`src/hw/rtl/tpwrms_pkg.sv`:
```
// Package for the three-phase windowed RMS block: sizes, payload structs,
// unit step controls and controller state codes.
// Depends on nothing; every RTL file of the block refers to it by scoped names.
package tpwrms_pkg;

	localparam int WINDOW_LEN  = 80;
	localparam int SAMPLE_BITS = 24;
	localparam int MEAN_DIV    = 3;

	localparam int IN_W      = 24;
	localparam int OUT_W     = 24;
	localparam int NEU_OUT_W = 25;

	localparam int ACC_W  = 56;
	localparam int SUM_W  = SAMPLE_BITS + 2;
	localparam int MAG_W  = SAMPLE_BITS + 1;
	localparam int SQ_W   = 2 * MAG_W;
	localparam int SQRT_W = ACC_W / 2;
	localparam int DIVR_W = ($clog2(WINDOW_LEN + 1) > 2) ? $clog2(WINDOW_LEN + 1) : 2;
	localparam int POS_W  = (WINDOW_LEN > 1) ? $clog2(WINDOW_LEN) : 1;
	localparam int CNT_W  = $clog2(ACC_W + 1);

	typedef struct packed {
		logic signed [IN_W-1:0] phase_a_sample;
		logic signed [IN_W-1:0] phase_b_sample;
		logic signed [IN_W-1:0] phase_c_sample;
		logic signed [IN_W-1:0] neutral_sample;
	} sample_set_t;

	typedef struct packed {
		logic [OUT_W-1:0]     rms_phase_a;
		logic [OUT_W-1:0]     rms_phase_b;
		logic [OUT_W-1:0]     rms_phase_c;
		logic [NEU_OUT_W-1:0] rms_neutral;
		logic [OUT_W-1:0]     rms_phase_mean;
	} rms_set_t;

	typedef struct packed {
		logic load;
		logic run;
	} step_t;

	typedef enum logic [6:0] {
		ST_IDLE   = 7'b0000001,
		ST_SQUARE = 7'b0000010,
		ST_ACCUM  = 7'b0000100,
		ST_DIVIDE = 7'b0001000,
		ST_ROOT   = 7'b0010000,
		ST_MEAN   = 7'b0100000,
		ST_OUT    = 7'b1000000
	} state_t;

endpackage

```
`src/hw/rtl/three_phase_windowed_rms.sv`:
```
// Three-phase windowed RMS top level: controller, accumulators, output register.
// Depends on tpwrms_pkg, tpwrms_sqr, tpwrms_div, tpwrms_isqrt.
// Throughput is set by the bit-serial squarers: a new request stalls until the last is accumulated.
// At window end it divides by WINDOW_LEN, takes the square root, and divides the sum of
// the three phase roots by three; the result then waits in ST_OUT for a free output.
// Reset clears the accumulators, the window position, the controller and the output valid.
module three_phase_windowed_rms (
	input  logic                    clk,
	input  logic                    arst_n,
	input  logic                    sample_valid,
	output logic                    sample_stall,
	input  tpwrms_pkg::sample_set_t sample,
	output logic                    rms_valid,
	input  logic                    rms_stall,
	output tpwrms_pkg::rms_set_t    rms
);

	tpwrms_pkg::state_t state_q;
	logic [tpwrms_pkg::CNT_W-1:0]  cnt_q;
	logic [tpwrms_pkg::POS_W-1:0]  pos_q;
	logic [tpwrms_pkg::ACC_W-1:0]  acc_q [4];
	tpwrms_pkg::rms_set_t          rms_q;
	logic                          rms_valid_q;

	logic signed [tpwrms_pkg::SUM_W-1:0] chan [4];
	logic signed [tpwrms_pkg::SUM_W-1:0] ext_n;
	logic [tpwrms_pkg::MAG_W-1:0]  mag [4];
	logic [tpwrms_pkg::SQ_W-1:0]   sq [4];
	logic [tpwrms_pkg::ACC_W:0]    acc_sum [4];
	logic [tpwrms_pkg::ACC_W-1:0]  acc_sat [4];
	logic [tpwrms_pkg::ACC_W-1:0]  quo [4];
	logic [tpwrms_pkg::SQRT_W-1:0] root [4];
	logic [tpwrms_pkg::ACC_W-1:0]  mean_sum;
	logic [tpwrms_pkg::ACC_W-1:0]  div0_in;
	logic [tpwrms_pkg::DIVR_W-1:0] div0_dsr;

	logic accept;
	logic last;
	logic out_free;
	tpwrms_pkg::step_t sqr_step;
	tpwrms_pkg::step_t div_step;
	tpwrms_pkg::step_t div0_step;
	tpwrms_pkg::step_t root_step;

	assign sample_stall = state_q != tpwrms_pkg::ST_IDLE;
	assign accept       = sample_valid && !sample_stall;
	assign last         = pos_q == tpwrms_pkg::POS_W'(tpwrms_pkg::WINDOW_LEN - 1);
	assign out_free     = !rms_valid_q || !rms_stall;

	// sign-extend the low sample bits; zero neutral selects the phase sum
	assign chan[0] = tpwrms_pkg::SUM_W'(signed'(sample.phase_a_sample[tpwrms_pkg::SAMPLE_BITS-1:0]));
	assign chan[1] = tpwrms_pkg::SUM_W'(signed'(sample.phase_b_sample[tpwrms_pkg::SAMPLE_BITS-1:0]));
	assign chan[2] = tpwrms_pkg::SUM_W'(signed'(sample.phase_c_sample[tpwrms_pkg::SAMPLE_BITS-1:0]));
	assign ext_n   = tpwrms_pkg::SUM_W'(signed'(sample.neutral_sample[tpwrms_pkg::SAMPLE_BITS-1:0]));
	assign chan[3] = (ext_n == '0) ? chan[0] + chan[1] + chan[2] : ext_n;

	assign sqr_step  = '{load: accept, run: state_q == tpwrms_pkg::ST_SQUARE};
	assign div_step  = '{load: state_q == tpwrms_pkg::ST_ACCUM && last,
		run: state_q == tpwrms_pkg::ST_DIVIDE};
	assign div0_step = '{load: div_step.load || (state_q == tpwrms_pkg::ST_MEAN && cnt_q == '0),
		run: div_step.run || (state_q == tpwrms_pkg::ST_MEAN && cnt_q != '0)};
	assign root_step = '{load: state_q == tpwrms_pkg::ST_ROOT && cnt_q == '0,
		run: state_q == tpwrms_pkg::ST_ROOT && cnt_q != '0};

	assign mean_sum = tpwrms_pkg::ACC_W'(root[0]) + tpwrms_pkg::ACC_W'(root[1])
		+ tpwrms_pkg::ACC_W'(root[2]);
	assign div0_in  = (state_q == tpwrms_pkg::ST_MEAN) ? mean_sum : acc_sat[0];
	assign div0_dsr = (state_q == tpwrms_pkg::ST_MEAN)
		? tpwrms_pkg::DIVR_W'(tpwrms_pkg::MEAN_DIV)
		: tpwrms_pkg::DIVR_W'(tpwrms_pkg::WINDOW_LEN);

	for (genvar k = 0; k < 4; k++) begin : g_lane
		assign mag[k] = chan[k][tpwrms_pkg::SUM_W-1]
			? tpwrms_pkg::MAG_W'(-chan[k]) : tpwrms_pkg::MAG_W'(chan[k]);
		assign acc_sum[k] = {1'b0, acc_q[k]} + (tpwrms_pkg::ACC_W + 1)'(sq[k]);
		assign acc_sat[k] = acc_sum[k][tpwrms_pkg::ACC_W] ? '1
			: acc_sum[k][tpwrms_pkg::ACC_W-1:0];

		tpwrms_sqr u_sqr (
			.clk  (clk),
			.step (sqr_step),
			.mag  (mag[k]),
			.sq   (sq[k])
		);

		if (k == 0) begin : g_div_shared
			tpwrms_div u_div (
				.clk      (clk),
				.step     (div0_step),
				.dividend (div0_in),
				.divisor  (div0_dsr),
				.quotient (quo[k])
			);
		end else begin : g_div
			tpwrms_div u_div (
				.clk      (clk),
				.step     (div_step),
				.dividend (acc_sat[k]),
				.divisor  (tpwrms_pkg::DIVR_W'(tpwrms_pkg::WINDOW_LEN)),
				.quotient (quo[k])
			);
		end

		tpwrms_isqrt u_isqrt (
			.clk      (clk),
			.step     (root_step),
			.radicand (quo[k]),
			.root     (root[k])
		);

		always_ff @(posedge clk or negedge arst_n) begin
			if (!arst_n) begin
				acc_q[k] <= '0;
			end else if (state_q == tpwrms_pkg::ST_ACCUM) begin
				acc_q[k] <= last ? '0 : acc_sat[k];
			end
		end
	end

	always_ff @(posedge clk or negedge arst_n) begin
		if (!arst_n) begin
			state_q <= tpwrms_pkg::ST_IDLE;
			cnt_q   <= '0;
			pos_q   <= '0;
		end else begin
			unique case (state_q)
				tpwrms_pkg::ST_IDLE: begin
					cnt_q <= '0;
					if (accept) begin
						state_q <= tpwrms_pkg::ST_SQUARE;
					end
				end
				tpwrms_pkg::ST_SQUARE: begin
					cnt_q <= cnt_q + 1'b1;
					if (cnt_q == tpwrms_pkg::CNT_W'(tpwrms_pkg::MAG_W - 1)) begin
						cnt_q   <= '0;
						state_q <= tpwrms_pkg::ST_ACCUM;
					end
				end
				tpwrms_pkg::ST_ACCUM: begin
					cnt_q <= '0;
					if (last) begin
						pos_q   <= '0;
						state_q <= tpwrms_pkg::ST_DIVIDE;
					end else begin
						pos_q   <= pos_q + 1'b1;
						state_q <= tpwrms_pkg::ST_IDLE;
					end
				end
				tpwrms_pkg::ST_DIVIDE: begin
					cnt_q <= cnt_q + 1'b1;
					if (cnt_q == tpwrms_pkg::CNT_W'(tpwrms_pkg::ACC_W - 1)) begin
						cnt_q   <= '0;
						state_q <= tpwrms_pkg::ST_ROOT;
					end
				end
				tpwrms_pkg::ST_ROOT: begin
					cnt_q <= cnt_q + 1'b1;
					if (cnt_q == tpwrms_pkg::CNT_W'(tpwrms_pkg::SQRT_W)) begin
						cnt_q   <= '0;
						state_q <= tpwrms_pkg::ST_MEAN;
					end
				end
				tpwrms_pkg::ST_MEAN: begin
					cnt_q <= cnt_q + 1'b1;
					if (cnt_q == tpwrms_pkg::CNT_W'(tpwrms_pkg::ACC_W)) begin
						cnt_q   <= '0;
						state_q <= tpwrms_pkg::ST_OUT;
					end
				end
				tpwrms_pkg::ST_OUT: begin
					cnt_q <= '0;
					if (out_free) begin
						state_q <= tpwrms_pkg::ST_IDLE;
					end
				end
				default: begin
					cnt_q   <= '0;
					state_q <= tpwrms_pkg::ST_IDLE;
				end
			endcase
		end
	end

	always_ff @(posedge clk or negedge arst_n) begin
		if (!arst_n) begin
			rms_valid_q <= 1'b0;
		end else if (state_q == tpwrms_pkg::ST_OUT && out_free) begin
			rms_valid_q <= 1'b1;
		end else if (!rms_stall) begin
			rms_valid_q <= 1'b0;
		end
	end

	always_ff @(posedge clk) begin
		if (state_q == tpwrms_pkg::ST_OUT && out_free) begin
			rms_q.rms_phase_a    <= root[0][tpwrms_pkg::OUT_W-1:0];
			rms_q.rms_phase_b    <= root[1][tpwrms_pkg::OUT_W-1:0];
			rms_q.rms_phase_c    <= root[2][tpwrms_pkg::OUT_W-1:0];
			rms_q.rms_neutral    <= root[3][tpwrms_pkg::NEU_OUT_W-1:0];
			rms_q.rms_phase_mean <= quo[0][tpwrms_pkg::OUT_W-1:0];
		end
	end

	assign rms_valid = rms_valid_q;
	assign rms       = rms_q;

endmodule

```
`src/hw/rtl/tpwrms_sqr.sv`:
```
// Bit-serial squarer: shift-and-add, one multiplier bit per step.
// Depends on tpwrms_pkg.
module tpwrms_sqr (
	input  logic                        clk,
	input  tpwrms_pkg::step_t           step,
	input  logic [tpwrms_pkg::MAG_W-1:0] mag,
	output logic [tpwrms_pkg::SQ_W-1:0]  sq
);

	logic [tpwrms_pkg::MAG_W-1:0] mcand_q;
	logic [tpwrms_pkg::SQ_W-1:0]  prod_q;
	logic [tpwrms_pkg::MAG_W:0]   psum;

	assign psum = {1'b0, prod_q[tpwrms_pkg::SQ_W-1:tpwrms_pkg::MAG_W]}
		+ (prod_q[0] ? {1'b0, mcand_q} : '0);

	always_ff @(posedge clk) begin
		if (step.load) begin
			mcand_q <= mag;
			prod_q  <= tpwrms_pkg::SQ_W'(mag);
		end else if (step.run) begin
			prod_q <= {psum, prod_q[tpwrms_pkg::MAG_W-1:1]};
		end
	end

	assign sq = prod_q;

endmodule

```
`src/hw/rtl/tpwrms_div.sv`:
```
// Bit-serial restoring divider by a narrow divisor, one quotient bit per step.
// Depends on tpwrms_pkg.
module tpwrms_div (
	input  logic                          clk,
	input  tpwrms_pkg::step_t             step,
	input  logic [tpwrms_pkg::ACC_W-1:0]  dividend,
	input  logic [tpwrms_pkg::DIVR_W-1:0] divisor,
	output logic [tpwrms_pkg::ACC_W-1:0]  quotient
);

	logic [tpwrms_pkg::ACC_W-1:0]  quo_q;
	logic [tpwrms_pkg::DIVR_W-1:0] rem_q;
	logic [tpwrms_pkg::DIVR_W-1:0] dsr_q;
	logic [tpwrms_pkg::DIVR_W:0]   trial;
	logic [tpwrms_pkg::DIVR_W:0]   diff;
	logic                          ge;

	assign trial = {rem_q, quo_q[tpwrms_pkg::ACC_W-1]};
	assign ge    = trial >= {1'b0, dsr_q};
	assign diff  = trial - {1'b0, dsr_q};

	always_ff @(posedge clk) begin
		if (step.load) begin
			quo_q <= dividend;
			rem_q <= '0;
			dsr_q <= divisor;
		end else if (step.run) begin
			rem_q <= ge ? diff[tpwrms_pkg::DIVR_W-1:0] : trial[tpwrms_pkg::DIVR_W-1:0];
			quo_q <= {quo_q[tpwrms_pkg::ACC_W-2:0], ge};
		end
	end

	assign quotient = quo_q;

endmodule

```
`src/hw/rtl/tpwrms_isqrt.sv`:
```
// Digit-serial floored integer square root, two radicand bits per step.
// Depends on tpwrms_pkg.
module tpwrms_isqrt (
	input  logic                          clk,
	input  tpwrms_pkg::step_t             step,
	input  logic [tpwrms_pkg::ACC_W-1:0]  radicand,
	output logic [tpwrms_pkg::SQRT_W-1:0] root
);

	logic [tpwrms_pkg::ACC_W-1:0]  rad_q;
	logic [tpwrms_pkg::SQRT_W-1:0] root_q;
	logic [tpwrms_pkg::SQRT_W+1:0] rem_q;
	logic [tpwrms_pkg::SQRT_W+3:0] trial;
	logic [tpwrms_pkg::SQRT_W+3:0] test;
	logic [tpwrms_pkg::SQRT_W+3:0] diff;
	logic                          ge;

	assign trial = {rem_q, rad_q[tpwrms_pkg::ACC_W-1 -: 2]};
	assign test  = {2'b00, root_q, 2'b01};
	assign ge    = trial >= test;
	assign diff  = trial - test;

	always_ff @(posedge clk) begin
		if (step.load) begin
			rad_q  <= radicand;
			root_q <= '0;
			rem_q  <= '0;
		end else if (step.run) begin
			rem_q  <= ge ? diff[tpwrms_pkg::SQRT_W+1:0] : trial[tpwrms_pkg::SQRT_W+1:0];
			root_q <= {root_q[tpwrms_pkg::SQRT_W-2:0], ge};
			rad_q  <= {rad_q[tpwrms_pkg::ACC_W-3:0], 2'b00};
		end
	end

	assign root = root_q;

endmodule
```
`config.mk`:
```
export PLATFORM = sky130hd
export DESIGN_NAME = three_phase_windowed_rms
export DESIGN_NICKNAME = d
export VERILOG_FILES = /design/src/hw/rtl/tpwrms_pkg.sv /design/src/hw/rtl/three_phase_windowed_rms.sv /design/src/hw/rtl/tpwrms_sqr.sv /design/src/hw/rtl/tpwrms_div.sv /design/src/hw/rtl/tpwrms_isqrt.sv
export SDC_FILE = /design/constraint.sdc
export NUM_CORES = 2
export LEC_CHECK = 0
export ABC_CLOCK_PERIOD_IN_PS = 20500
export BUFFER_PORTS_ARGS = -buffer_cell sky130_fd_sc_hd__buf_2
export CORE_AREA = 3 3 451 408
export DETAILED_ROUTE_END_ITERATION = 10
export DIE_AREA = 0 0 454 411
export PLACE_DENSITY = 0.58
export RECOVER_POWER = 25
export SLEW_MARGIN = 5
export SYNTH_ARGS = -nofsm -noshare
export SYNTH_HDL_FRONTEND = slang
export SYNTH_SLANG_ARGS = --single-unit
```
`constraint.sdc`:
```
create_clock -name clk -period 20.5 [get_ports clk]
set_input_delay 3.075 -clock clk [delete_from_list [all_inputs] [get_ports clk]]
set_output_delay 3.075 -clock clk [all_outputs]
set_load 0.1 [all_outputs]
```
**After elaboration in Yosys (flattened, before gate mapping)**

Index checks and enable logic that the tools add are counted.

- Bits in registers: 1381
- Input port bits: 100
- Output and inout bits: 123
- Word-level logic and storage cells: 188

- Add/subtract/negate cells: 26
- Order comparisons: 8
- Eq/ne operators: 20
- Muxes and demuxes: 67
- Reduce and logical (&&, ||, !) cells: 21

Operators with widths:

| cell | number |
|---|---|
| 56-bit 2-to-1 mux | 25 |
| 25-bit 2-to-1 mux | 16 |
| 56-bit by 50-bit adder with 57-bit output | 4 |
| 32-bit by 30-bit greater-or-equal comparator with 1-bit output | 4 |
| 30-bit 2-to-1 mux | 4 |
| 30-bit subtractor | 4 |
| 25-bit by 25-bit adder with 26-bit output | 4 |
| 7-bit 2-to-1 mux | 12 |
| 24-bit negation with 25-bit output | 3 |
| 7-bit case mux with 7 select lines | 1 |
| 29-bit by 28-bit adder with 30-bit output | 1 |
| 28-bit by 28-bit adder with 29-bit output | 1 |
| 25-bit by 24-bit adder with 26-bit output | 1 |
| 26-bit logical NOT | 1 |
| 26-bit 2-to-1 mux | 1 |
| 24-bit by 24-bit adder with 25-bit output | 1 |
| 25-bit negation | 1 |
| 8-bit by 7-bit greater-or-equal comparator with 1-bit output (second input constant) | 3 |
| 6-bit 2-to-1 mux | 4 |
| 6-bit case mux with 4 select lines | 1 |
| 7-bit subtractor (second input constant) | 3 |
| 7-bit equality test (second input constant) | 2 |
| 6-bit by 5-bit equality test with 1-bit output (second input constant) | 2 |
| 6-bit equality test (second input constant) | 2 |
| other kinds (22) | 41 |

**Logic depth before layout (Yosys ltp)**

- Depth after elaboration: 6
- Gate-level depth with buffers: 17

**By module**

A second synthesis with hierarchy kept.

- Cells, all modules: 8691
- Area, all modules: 87557.7 um^2

Modules (own cells, without submodules):

| module | times used | cells each | area each (um^2) | sequential area each (um^2) |
|---|---|---|---|---|
| three_phase_windowed_rms | 1 | 3755 | 32144.6 | 9765.6 |
| tpwrms_isqrt | 4 | 633 | 6387.4 | 2842.7 |
| tpwrms_sqr | 4 | 368 | 4071.4 | 2001.9 |
| tpwrms_div | 4 | 233 | 3394.5 | 2031.9 |

**Worst setup path after synthesis**

No wires, ideal clock.

- Path type: input to register
- Start: input rms_stall
- End: register rms_q (netlist bit rms[0]), enable pin
- Library setup time: 0.641 ns
- Arrival time: 8.924 ns
- Data required time: 19.859 ns
- Path slack: 10.936 ns
- Stages: 1
- Buffers on the path: 0
- Path through: a21oi_1

- Word-level cells in the longest chain between the ends: 3

Ends and longest elaborated chain:

| what | RTL line | text |
|---|---|---|
| start, declared | three_phase_windowed_rms.sv:14 | `input logic rms_stall,` |
| 1-bit logical NOT | - |  |
| 1-bit logical OR | three_phase_windowed_rms.sv:48 | `assign out_free = !rms_valid_q \|\| !rms_stall;` |
| 1-bit logical AND | three_phase_windowed_rms.sv:196 | `if (state_q == tpwrms_pkg::ST_OUT && out_free) begin` |
| end, declared | three_phase_windowed_rms.sv:22 | `tpwrms_pkg::rms_set_t rms_q;` |

No other way between the ends.
A chain may end at the register's enable or synchronous reset.

==> results.cfg <==
[critical_path]
cpMostUsedCell = buf_4
reg2reg_from = state_q[0]$_DFFE_PN1P_
cpPeakStageDelay_ps = 4090
cp.required_ps = 21300
crit_chain = clkbuf_1 -> buf_4 -> buf_4 -> buf_4
r2r_setup_slack_ps = 11810
critPathMaxFanout = 92
critPathArrivalTime_ps = 9870
critPathBufInv = 4
timing_worst_setup_path_type = input pin to async pin
r2r_end = g_lane[3].u_isqrt.rem_q[5]$_SDFFE_PP0P_
start_kind = input pin
endpoint_kind = async pin
crit_slowest_cell = clkbuf_1
crit_family = buffers and inverters
rr_worst_depth = 6

[grt]
grt_pass1_vias = 61800
grt_max_degree = 231
antenna_found_initial = 26
grt_pass1_wl_um = 366000
grt_use_total = 0.250
grt-ovfl-total = 0

[worst_hold_path]
min_from = g_lane[3].u_isqrt.root[13]$_SDFFE_PP0P_
hold_class = flip-flop to flip-flop
whs_path_depth = 0
min_to = rms[37]$_DFFE_PP_

[cells_and_area]
stdcell_count = 11400
fillers = 16900
layout-drive-gt1-share = 0.0694
areaGrowthSynthToFinish_pct = 10.4
finalNetCount = 9552

[clocking]
cts_buffers = 153
cts_resized = 0
ctsRootBufferMaster = clkbuf_16
cts_htree_levels = 4
cts_setup_buffers = 0
clock-sinks = 1376
cts_tree = yes
ctsHoldBuffers = 0
clk_pin_slew_ps = 50
cts_buffer_depth = 3
clk_latency_ps = 810

[power]
powerDensity_nw_per_um2 = 117
ir_drop_mv = 0.0887
p_leak_nw = 36.6

[job]
maxCapViolCount = 20

[drt]
final_antenna_net_count = 0
drc_errors = 0
drt_first_pass_iters = 5
vias_per_cell = 5.69
drt_iter0_drc = 5603
wirelength_um = 237000
drt-wirelength-per-cell_um = 20.7
via_count = 65100

[yosys]
synth_area_leaders = edfxtp_1, dfxtp_1, nand2_1
synthArstFlopShare = 0.178
synth_edf_count = 771
synth_xor_area_frac = 0.0519
ys.flop_type = edfxtp_1
synthMuxAreaShare = 0.0118
yosys.area_share.simple = 0.179
ys_seq_elements = 1376
syn_area_um2 = 80700
synth_top_area_cell = edfxtp_1
netlist_instances = 8851
syn_avg_cell_area_um2 = 9.12
yosys_warnings = 0
synth.most_common_cell = nand2_1
synth_top_family_by_area = compound AO/OA/AOI/OAI gates
netlist.area_leader.share = 0.287
ys_types = 106
synth_compound_area_frac = 0.181
ys_seq_area_frac = 0.452
yosys-top-cells-count = nand2_1, o21ai_0, edfxtp_1
yosys.area_share.adder = 0.0913

[floorplan]
coreArea_um2 = 180000
die-area_um2 = 187000
die_h_um = 411
start_util = 0.448
ios = 223
die_x_um = 454
rows = 148

[sta]
tns_ps = 0
slew_violations = 1106
min_period_ps = 9070
fmax_ghz = 0.110
hold_viol_final = 0
worstMarginPinSlew_ps = 6100
finalCritPeriodShare = 0.442
rsz0062_at_grt = no
slew_headroom = -3.07
fin_worst_skew_ps = 41.1
setup_viol = 0

[status]
status = finished, violations left
failed_checks = max-capacitance violations, max-slew violations

[placement]
port_buffers = 222
place_congestion = 0.938
placed_cells = 11100
place_hpwl_um = 173000
per-layer routing:
metal,GRT usage,routed length [µm],vias to the layer above,part of all wire
met2,0.374,101000,1861,0.43
met3,0.0381,15800,273,0.066
li1,-,-,31700,-
met1,0.379,116000,31300,0.49
met4,0.0556,4410,8,0.019
met5,0,48,-,0.00020
flip-flops by register name, summed over array words and instances, names as in the netlist:
register and flops:
g_lane.g_div_shared.u_div.dsr_q 2, cnt_q 6, g_lane.g_div_shared.u_div.quotient 56, g_lane.g_div.u_div.quotient 168, g_lane.u_isqrt.rad_q 224, g_lane.u_isqrt.rem_q 120, g_lane.u_isqrt.root 112, g_lane.g_div_shared.u_div.rem_q 7
rms_valid 1, rms 121, acc_q 224, pos_q 7, g_lane.g_div.u_div.rem_q 21, g_lane.u_sqr.mcand_q 100, g_lane.u_sqr.sq 200, state_q 7
logic make-up after synthesis:
group                      after synthesis
AOI/OAI and AO/OA                     2401
xor gates and xnor gates               478
adders and majority gates              551
buffers and inverters                  699
DFF                                   1376
muxes                                   91
other                                    1
and+or+nand+nor                       3254
where the power goes:
part / internal, mW / leakage, nW / switching [mW] / total (mW)
Sequential: 3.37 / 11.2 / 0.374 / 3.74
Combinational: 1.42 / 22.8 / 2.43 / 3.85
Clock: 1.69 / 2.55 / 1.19 / 2.88
per-stage QoR:
step | setup slack (ps) | hold slack, ps | utilization | power (mW) | instance area (µm²)
5_1_grt | 10260 | 467 | 0.495 | 11.1 | 89100
6_report | 11430 | 455 | 0.495 | 10.5 | 89100
3_3_place_gp | 12710 | 443 | 0.466 | 7.53 | 84000
4_1_cts | 13580 | 458 | 0.495 | 10.5 | 89300
3_5_place_dp | 12690 | 443 | 0.466 | 7.58 | 84000
2_1_floorplan | 10940 | 426 | - | 6.45 | 80700
cell usage in the layout (no fill, tap or decap), types with 130 or more instances in the layout:
cell | netlist | final
dfxtp_1 | 360 | 360
xor2_1 | 173 | 173
buf_2 | 21 | 216
edfxtp_1 | 771 | 771
nand3_1 | 288 | 287
nor3_1 | 130 | 130
nor2_1 | 530 | 523
dfrtp_1 | 244 | 244
o21ai_0 | 940 | 940
inv_1 | 298 | 295
xnor2_1 | 305 | 305
nand2_1 | 1713 | 1710
clkbuf_16 | 0 | 157
a21o_1 | 246 | 246
and2_1 | 136 | 135
a21oi_1 | 563 | 561
ha_1 | 488 | 488
final cells by class:
type / count / area (µm²) / share of cell area
timing repair buffer: 293 / 1590 / 0.0178
multi-input combinational: 6778 / 41700 / 0.467
inverter: 299 / 1130 / 0.0127
clock inverter: 90 / 1090 / 0.0123
antenna: 12 / 30.0 / 0.000337
sequential: 1376 / 36500 / 0.409
clock buffer: 197 / 4140 / 0.0464
tap: 2400 / 3000 / 0.0337
worst max-delay path by stage:
stage | startpoint | cells after the start | to
final | arst_n | 4 | acc_q[87]$_DFFE_PN0P_
after detailed placement | sample[49] | 17 | g_lane[3].u_sqr.sq[11]$_DFFE_PP_
after global placement | sample[49] | 17 | g_lane[3].u_sqr.sq[11]$_DFFE_PP_
after floorplan | rms_stall | 1 | rms[0]$_DFFE_PP_
after CTS | sample[49] | 17 | g_lane[3].u_sqr.sq[11]$_DFFE_PP_
after global routing | arst_n | 4 | acc_q[75]$_DFFE_PN0P_
(Power assumes the default switching activity.)
